===== config.mk =====
export PLATFORM = sky130hd
export DESIGN_NAME = display_list_address_relocator_unit
export DESIGN_NICKNAME = d
export VERILOG_FILES = /design/src/hw/rtl/dlar_pkg.sv /design/src/hw/rtl/dlar_ctrl.sv /design/src/hw/rtl/dlar_datapath.sv /design/src/hw/rtl/display_list_address_relocator_unit.sv
export SDC_FILE = /design/constraint.sdc
export NUM_CORES = 2
export LEC_CHECK = 0
export BUFFER_PORTS_ARGS = -buffer_cell sky130_fd_sc_hd__buf_2
export CAP_MARGIN = 20
export CORE_MARGIN = 4
export CORE_UTILIZATION = 60
export CTS_CLUSTER_DIAMETER = 80
export DETAILED_ROUTE_END_ITERATION = 12
export PLACE_DENSITY = 0.77
export REMOVE_ABC_BUFFERS = 1
export SLEW_MARGIN = 20
export SYNTH_ARGS = -nofsm -noshare
export SYNTH_HDL_FRONTEND = slang
export SYNTH_SLANG_ARGS = --single-unit

===== constraint.sdc =====
create_clock -name clk -period 21.1 [get_ports clk]
set_input_delay 5.275 -clock clk [delete_from_list [all_inputs] [get_ports clk]]
set_output_delay 5.275 -clock clk [all_outputs]
set_load 0.1 [all_outputs]

===== src/hw/rtl/dlar_pkg.sv =====
// Shared types and constants for the display-list address relocator.
// Used by the controller, datapath, top level and checker.
package dlar_pkg;

  localparam int unsigned KIND_W   = 2;
  localparam int unsigned WORD_W   = 32;
  localparam int unsigned OFF_W    = 24;
  localparam int unsigned STATUS_W = 2;
  localparam int unsigned CFG_IDX_W = 2;

  localparam int unsigned IN_TDATA_W  = 2 * WORD_W + 2 * OFF_W;
  localparam int unsigned OUT_TDATA_W = 2 * WORD_W;

  localparam logic [KIND_W-1:0] KIND_CLEAR = 2'd0;
  localparam logic [KIND_W-1:0] KIND_ADD   = 2'd1;
  localparam logic [KIND_W-1:0] KIND_CMD   = 2'd2;

  localparam logic [STATUS_W-1:0] STATUS_OK    = 2'd0;
  localparam logic [STATUS_W-1:0] STATUS_BELOW = 2'd1;
  localparam logic [STATUS_W-1:0] STATUS_FULL  = 2'd2;

  localparam logic [CFG_IDX_W-1:0] REG_SOURCE_BASE = 2'd0;
  localparam logic [CFG_IDX_W-1:0] REG_DEST_BASE   = 2'd1;

  localparam logic [7:0] OP_MTX      = 8'h01;
  localparam logic [7:0] OP_MOVEMEM  = 8'h03;
  localparam logic [7:0] OP_VTX      = 8'h04;
  localparam logic [7:0] OP_DL       = 8'h06;
  localparam logic [7:0] OP_COL      = 8'h07;
  localparam logic [7:0] OP_ENDDL    = 8'hb8;
  localparam logic [7:0] OP_MOVEWORD = 8'hbc;
  localparam logic [7:0] OP_SETTIMG  = 8'hfd;
  localparam logic [7:0] OP_SETZIMG  = 8'hfe;
  localparam logic [7:0] OP_SETCIMG  = 8'hff;

  localparam logic [3:0] SEG_RELOC = 4'd5;

  typedef struct packed {
    logic [OFF_W-1:0] src;
    logic [OFF_W-1:0] dst;
  } tex_entry_t;

  typedef struct packed {
    logic load;
    logic step;
    logic latch_tex;
    logic commit;
  } ctrl_cmd_t;

  typedef struct packed {
    logic search_done;
    logic out_free;
  } dp_status_t;

endpackage


===== src/hw/rtl/dlar_ctrl.sv =====
// Controller state machine: accept, execute (table search), hold, commit.
// Depends on dlar_pkg for the command and status structs.
module dlar_ctrl
  import dlar_pkg::*;
(
  input  logic       clk,
  input  logic       rst_n,
  input  logic       in_tvalid,
  output logic       in_tready,
  input  dp_status_t sts,
  output ctrl_cmd_t  cmd
);

  localparam logic [1:0] ST_IDLE = 2'd0;
  localparam logic [1:0] ST_EXEC = 2'd1;
  localparam logic [1:0] ST_HOLD = 2'd2;

  logic [1:0] state_r;
  logic [1:0] state_nxt;

  always_comb begin
    state_nxt = state_r;
    cmd       = '0;
    in_tready = 1'b0;
    case (state_r)
      ST_IDLE: begin
        in_tready = 1'b1;
        if (in_tvalid) begin
          cmd.load  = 1'b1;
          state_nxt = ST_EXEC;
        end
      end
      ST_EXEC: begin
        cmd.step = 1'b1;
        if (sts.search_done) begin
          cmd.latch_tex = 1'b1;
          state_nxt     = ST_HOLD;
        end
      end
      ST_HOLD: begin
        if (sts.out_free) begin
          cmd.commit = 1'b1;
          state_nxt  = ST_IDLE;
        end
      end
      default: begin
        state_nxt = ST_IDLE;
      end
    endcase
  end

  always_ff @(posedge clk) begin
    if (!rst_n) begin
      state_r <= ST_IDLE;
    end else begin
      state_r <= state_nxt;
    end
  end

endmodule


===== src/hw/rtl/dlar_datapath.sv =====
// Datapath: item registers, base registers, texture table memory, search
// counter, address rewrite and output register. Depends on dlar_pkg.
module dlar_datapath
  import dlar_pkg::*;
#(
  parameter int unsigned TABLE_ENTRIES = 64
) (
  input  logic                   clk,
  input  logic                   rst_n,
  input  logic [IN_TDATA_W-1:0]  in_tdata,
  input  logic [KIND_W-1:0]      in_tuser,
  input  logic                   cfg_wen,
  input  logic [CFG_IDX_W-1:0]   cfg_index,
  input  logic [OFF_W-1:0]       cfg_data,
  input  ctrl_cmd_t              cmd,
  output dp_status_t             sts,
  output logic                   out_tvalid,
  input  logic                   out_tready,
  output logic [OUT_TDATA_W-1:0] out_tdata,
  output logic                   out_tlast,
  output logic [STATUS_W-1:0]    out_tuser
);

  localparam int unsigned CNT_W = $clog2(TABLE_ENTRIES + 1);
  localparam int unsigned IDX_W = (TABLE_ENTRIES > 1) ? $clog2(TABLE_ENTRIES) : 1;
  localparam logic [CNT_W-1:0] FULL_CNT = CNT_W'(TABLE_ENTRIES);

  // item held for the duration of one beat's processing
  logic [KIND_W-1:0] kind_r;
  logic [WORD_W-1:0] cmd_r;
  logic [WORD_W-1:0] addr_r;
  logic [OFF_W-1:0]  esrc_r;
  logic [OFF_W-1:0]  edst_r;

  logic [OFF_W-1:0] src_base_r;
  logic [OFF_W-1:0] dst_base_r;
  logic [CNT_W-1:0] count_r;
  logic [CNT_W-1:0] rd_idx_r;
  logic             rd_vld_r;
  tex_entry_t       q_r;
  logic [OFF_W-1:0] tex_off_r;

  tex_entry_t mem [TABLE_ENTRIES];

  logic                   out_tvalid_r;
  logic [OUT_TDATA_W-1:0] out_tdata_r;
  logic                   out_tlast_r;
  logic [STATUS_W-1:0]    out_tuser_r;

  logic [7:0]          op;
  logic [OFF_W-1:0]    off;
  logic                seg5;
  logic                has_addr;
  logic                segmented;
  logic                needs_search;
  logic                full;
  logic                hit;
  logic                exhausted;
  logic [OFF_W-1:0]    off_new;
  logic [WORD_W-1:0]   addr_new;
  logic [OUT_TDATA_W-1:0] res_data;
  logic                res_last;
  logic [STATUS_W-1:0] res_status;

  always_comb begin
    op        = cmd_r[31:24];
    off       = addr_r[OFF_W-1:0];
    seg5      = (addr_r[27:24] == SEG_RELOC);
    has_addr  = op inside {OP_VTX, OP_COL, OP_MOVEWORD, OP_SETTIMG};
    segmented = op inside {OP_MOVEMEM, OP_MTX, OP_VTX, OP_COL, OP_DL,
                           OP_SETTIMG, OP_SETCIMG, OP_SETZIMG};
    needs_search = (kind_r == KIND_CMD) && (op == OP_SETTIMG) && seg5;
    full      = (count_r == FULL_CNT);
    hit       = rd_vld_r && (q_r.src == off);
    exhausted = !rd_vld_r && (rd_idx_r >= count_r);
  end

  assign sts.search_done = !needs_search || hit || exhausted;
  assign sts.out_free    = !out_tvalid_r || out_tready;

  always_comb begin
    off_new    = off;
    res_status = STATUS_OK;
    res_data   = '0;
    res_last   = 1'b0;
    addr_new   = addr_r;
    case (kind_r)
      KIND_ADD: begin
        if (full) begin
          res_status = STATUS_FULL;
        end
      end
      KIND_CMD: begin
        if (has_addr && seg5) begin
          if (op == OP_SETTIMG) begin
            off_new = tex_off_r;
          end else if (off < src_base_r) begin
            res_status = STATUS_BELOW;
          end else begin
            off_new = off - src_base_r + dst_base_r;
          end
        end
        addr_new    = {addr_r[WORD_W-1:OFF_W], off_new};
        addr_new[0] = addr_new[0] | segmented;
        res_data    = {addr_new, cmd_r};
        res_last    = (op == OP_ENDDL);
      end
      default: begin
        res_status = STATUS_OK;
      end
    endcase
  end

  // item, search pipeline and output payload
  always_ff @(posedge clk) begin
    if (cmd.load) begin
      kind_r <= in_tuser;
      cmd_r  <= in_tdata[WORD_W-1:0];
      addr_r <= in_tdata[2*WORD_W-1:WORD_W];
      esrc_r <= in_tdata[2*WORD_W+OFF_W-1:2*WORD_W];
      edst_r <= in_tdata[2*WORD_W+2*OFF_W-1:2*WORD_W+OFF_W];
    end
    if (cmd.latch_tex) begin
      tex_off_r <= hit ? q_r.dst : '0;
    end
    if (cmd.commit) begin
      out_tdata_r <= res_data;
      out_tlast_r <= res_last;
      out_tuser_r <= res_status;
    end
  end

  always_ff @(posedge clk) begin
    if (cmd.step) begin
      q_r <= mem[rd_idx_r[IDX_W-1:0]];
    end
    if (cmd.commit && (kind_r == KIND_ADD) && !full) begin
      mem[count_r[IDX_W-1:0]] <= '{src: esrc_r, dst: edst_r};
    end
  end

  always_ff @(posedge clk) begin
    if (!rst_n) begin
      src_base_r   <= '0;
      dst_base_r   <= '0;
      count_r      <= '0;
      rd_idx_r     <= '0;
      rd_vld_r     <= 1'b0;
      out_tvalid_r <= 1'b0;
    end else begin
      if (cfg_wen && (cfg_index == REG_SOURCE_BASE)) begin
        src_base_r <= cfg_data;
      end
      if (cfg_wen && (cfg_index == REG_DEST_BASE)) begin
        dst_base_r <= cfg_data;
      end
      if (cmd.load) begin
        rd_idx_r <= '0;
        rd_vld_r <= 1'b0;
      end else if (cmd.step) begin
        if (rd_idx_r < count_r) begin
          rd_idx_r <= rd_idx_r + 1'b1;
          rd_vld_r <= 1'b1;
        end else begin
          rd_vld_r <= 1'b0;
        end
      end
      if (cmd.commit) begin
        if (kind_r == KIND_CLEAR) begin
          count_r <= '0;
        end else if ((kind_r == KIND_ADD) && !full) begin
          count_r <= count_r + 1'b1;
        end
      end
      if (cmd.commit) begin
        out_tvalid_r <= 1'b1;
      end else if (out_tready) begin
        out_tvalid_r <= 1'b0;
      end
    end
  end

  assign out_tvalid = out_tvalid_r;
  assign out_tdata  = out_tdata_r;
  assign out_tlast  = out_tlast_r;
  assign out_tuser  = out_tuser_r;

endmodule


===== src/hw/rtl/display_list_address_relocator_unit.sv =====
// Top level of the display-list address relocator.
// Instantiates dlar_ctrl and dlar_datapath; depends on dlar_pkg.
//
// Usage:
//   in_*  : one beat per item. in_tuser is the item kind (clear table, add
//           table entry, process command); in_tdata carries the command word,
//           address word and a new table entry's source and destination.
//   out_* : one beat per item. out_tdata is command then rewritten address,
//           out_tlast flags the end-display-list opcode, out_tuser the status.
//   cfg_* : writes source base (index 0) and destination base (index 1);
//           always ready, to be written only while the block is idle.
// One item is in flight at a time; the next is accepted as its result goes valid.
// Clear, add and ordinary commands pass through the execute and hold states
// before a valid result. A set-texture-image command for segment 5 searches
// the table one entry per cycle in the execute state, until a hit or until
// every filled entry is read. Reset empties the table (entry count to zero)
// and clears both bases; no clearing pass is needed. If the receiver stalls,
// the result waits in the output register; one more item is accepted and
// held once processed, then the input stays blocked until the waiting beat
// is taken.
module display_list_address_relocator_unit
  import dlar_pkg::*;
#(
  parameter int unsigned TABLE_ENTRIES = 64
) (
  input  logic                   clk,
  input  logic                   rst_n,
  input  logic                   in_tvalid,
  output logic                   in_tready,
  // [31:0] command_word, [63:32] address_word, [87:64] entry_source,
  // [111:88] entry_dest
  input  logic [IN_TDATA_W-1:0]  in_tdata,
  // [1:0] kind
  input  logic [KIND_W-1:0]      in_tuser,
  output logic                   out_tvalid,
  input  logic                   out_tready,
  // [31:0] command_out, [63:32] address_out
  output logic [OUT_TDATA_W-1:0] out_tdata,
  output logic                   out_tlast,
  // [1:0] status
  output logic [STATUS_W-1:0]    out_tuser,
  input  logic                   cfg_valid,
  output logic                   cfg_ready,
  input  logic [CFG_IDX_W-1:0]   cfg_index,
  input  logic [OFF_W-1:0]       cfg_data
);

  ctrl_cmd_t  cmd;
  dp_status_t sts;

  assign cfg_ready = 1'b1;

  dlar_ctrl u_ctrl (
    .clk       (clk),
    .rst_n     (rst_n),
    .in_tvalid (in_tvalid),
    .in_tready (in_tready),
    .sts       (sts),
    .cmd       (cmd)
  );

  dlar_datapath #(
    .TABLE_ENTRIES (TABLE_ENTRIES)
  ) u_datapath (
    .clk        (clk),
    .rst_n      (rst_n),
    .in_tdata   (in_tdata),
    .in_tuser   (in_tuser),
    .cfg_wen    (cfg_valid && cfg_ready),
    .cfg_index  (cfg_index),
    .cfg_data   (cfg_data),
    .cmd        (cmd),
    .sts        (sts),
    .out_tvalid (out_tvalid),
    .out_tready (out_tready),
    .out_tdata  (out_tdata),
    .out_tlast  (out_tlast),
    .out_tuser  (out_tuser)
  );

endmodule


==> impl_metrics.json <==
{
  "p_leak_nw": 44.9,
  "grt.total_usage": 0.335,
  "synthesis.area_um2": 131000,
  "rows": 171,
  "layout_commonest_cell": "edfxtp_1",
  "ys_seq_area_frac": 0.774,
  "p_per_area_nw_per_um2": 94.6,
  "dp_hpwl_mm": 203,
  "post-place-ws_ns": 12.37,
  "fmax_mhz": 126,
  "initial_core_util": 0.602,
  "cts_resized": 0,
  "tightest_slew_ns": 1.16,
  "grt_setup_unrepaired": "false",
  "place_congestion": 0.977,
  "cts-root-buf": "clkbuf_16",
  "timing.rr.start": "u_datapath.rd_idx_r[0]",
  "fp.dieW_um": 475,
  "clockBufferDepth": 4,
  "insertion_delay_ns": 1.01,
  "crit_fanout": 26,
  "io_buffers": 213,
  "worstHoldPathCells": 2,
  "finalNonFillerCells": 9180,
  "grt_max_degree": 155,
  "die_h_um": 475,
  "fin_ws_ns": 13.15,
  "cts_buffers": 345,
  "max_slew_margin": 0.224,
  "grt_pass1_wl_mm": 520,
  "worstPathArrival_ns": 8.56,
  "antenna_left": 0,
  "period_minus_slack_ns": 7.95,
  "via_per_inst": 7.15,
  "clock_sinks": 3391,
  "layout_common_cells": "edfxtp_1, mux4_2, clkbuf_16, buf_2, nand2_1",
  "endpoint_kind": "flop",
  "area_growth_syn_to_layout_pct": 12.6,
  "synth_flop_cell": "edfxtp_1",
  "hold_start": "u_datapath.dst_base_r[21]",
  "drive_above_1_share": 0.309,
  "drt-pass1-iter-count": 8,
  "cap_violations": 0,
  "cts_setup_buffers": 0,
  "syn_inst": 5590,
  "drt_iter0_markers": 13000,
  "final_util": 0.679,
  "antenna_found_initial": 64,
  "nNetsFinal": 6272,
  "r2r_end": "u_datapath.q_r[14]",
  "finalCritPeriodShare": 0.377,
  "synth_edf_count": 3325,
  "ir_drop_mv": 0.0935,
  "cts_tree": "done",
  "fin_tns_setup_ns": 0,
  "min_path_type": "reg2reg",
  "die-area_um2": 225000,
  "grt_pass1_vias": 64300,
  "dr_total_vias": 65700,
  "cts_hold_buf": 0,
  "finalSetupViolations": 0,
  "async_reset_ff_frac": 0,
  "drc_errors": 0,
  "critPathLaunchType": "primary input",
  "synth-seq-cells": 3391,
  "hold_end": "u_datapath.dst_base_r[21]",
  "worstPathRequired_ns": 21.72,
  "synth_cell_types": 66,
  "startpoint": "out_tready",
  "r2r_cells": 7,
  "core_area_um2": 217000,
  "grt_overflow": 0,
  "yosysWarnings": 0,
  "skew_ns": 0.101,
  "wl_per_cell_um": 40.4,
  "ioPinCount": 215,
  "cts-htree-levels": 5,
  "dp.cells": 8548,
  "drt_wl_total_mm": 371,
  "drv_slew": 0,
  "path_clk_slew_ns": 0.06,
  "crit_type": "in2reg",
  "ff2ff_setup_slack_ns": 14.71,
  "status": "complete, no violations",
  "syn_area_per_cell_um2": 23.4,
  "hold_violations": 0
}
-- metal layers --
| layer | part of all wire | wire, um | track usage |
|---|---|---|---|
| met1 | 0.33 | 124000 | 0.461 |
| met2 | 0.46 | 171000 | 0.495 |
| met3 | 0.14 | 52300 | 0.0941 |
| met4 | 0.065 | 24000 | 0.183 |
| met5 | 0.00023 | 87 | 0 |
-- power by group --
| group | internal [W] | switching (W) | leakage (nW) | total [W] |
|---|---|---|---|---|
| registers | 0.00744 | 0.0000258 | 30.5 | 0.00746 |
| clock network | 0.00355 | 0.00255 | 5.38 | 0.00609 |
| logic | 0.0000792 | 0.000293 | 8.99 | 0.000372 |
| total | 0.0111 | 0.00286 | 44.9 | 0.0139 |
-- cell type report --
type,instances,area [um^2]
multi-input combinational,1794,28400
tap,2854,3570
fill,12500,69700
sequential,3391,101000
inverter,135,513
clock inverter,173,1850
antenna,34,85.1
timing repair buffer,377,2440
clock buffer,422,9190
-- Yosys cell counts (37+ instances only) --
| library cell | n | area, um^2 |
|---|---|---|
| ha_1 | 60 | 751 |
| edfxtp_1 | 3325 | 99800 |
| and2_1 | 70 | 438 |
| inv_1 | 134 | 503 |
| dfxtp_1 | 66 | 1320 |
| nor2_1 | 113 | 424 |
| a21oi_1 | 37 | 185 |
| a21boi_0 | 52 | 390 |
| nand2_1 | 157 | 589 |
| buf_2 | 75 | 375 |
| mux4_2 | 1008 | 22700 |
| clkbuf_1 | 163 | 612 |
-- registers in the layout (all words and copies together) (netlist names) --
signal and cells:
u_datapath.addr_r 32, u_datapath.out_tlast 1, u_datapath.mem 3072, u_datapath.esrc_r 24, u_datapath.out_tvalid 1, u_datapath.q_r 48, u_datapath.cmd_r 32, u_datapath.dst_base_r 24
u_datapath.kind_r 2, u_datapath.src_base_r 24, u_datapath.count_r 7, u_datapath.edst_r 24, u_datapath.rd_vld_r 1, u_datapath.out_tdata 64, u_ctrl.state_r 2, u_datapath.out_tuser 2
u_datapath.tex_off_r 24, u_datapath.rd_idx_r 7
-- logic make-up after synthesis --
family | share of synthesized area
AO/OA/AOI/OAI | 0.0104
XOR/XNOR | 0.00355
adder cells (fa/ha/maj) | 0.00927
buffers and inverters | 0.0129
flip-flops | 0.774
multiplexers | 0.174
other | 0.0000287
AND/OR/NAND/NOR | 0.0158
-- per-stage QoR --
stage,hold WS (ns),total power (W),instance area [um^2]
6_report,0.471,0.0139,147000
5_1_grt,0.490,0.0143,147000
4_1_cts,0.467,0.0140,147000
3_5_place_dp,0.459,0.00797,136000
3_3_place_gp,0.458,0.00795,136000
2_1_floorplan,0.443,0.00780,130000
-- critical path, cell delays in order --
cell and delay (ns):
buf_2 0.07, nand2b_1 0.16, nor2b_4 0.34, nand3_1 0.26, nor2_1 0.35, nand2_1 0.51, buf_4 0.38, nor2_4 0.65
buf_4 0.50
-- worst max-delay path by stage --
stage | to | slack [ns]
floorplan | u_datapath.q_r[0] | -12.25
global placement | u_datapath.mem[5][11] | 12.45
global route | u_datapath.mem[5][1] | 13.05
CTS | u_datapath.mem[5][7] | 13.28
finish | u_datapath.mem[5][1] | 13.15
detailed placement | u_datapath.mem[5][11] | 12.37
No activity file was read; power rests on OpenSTA's default activity.
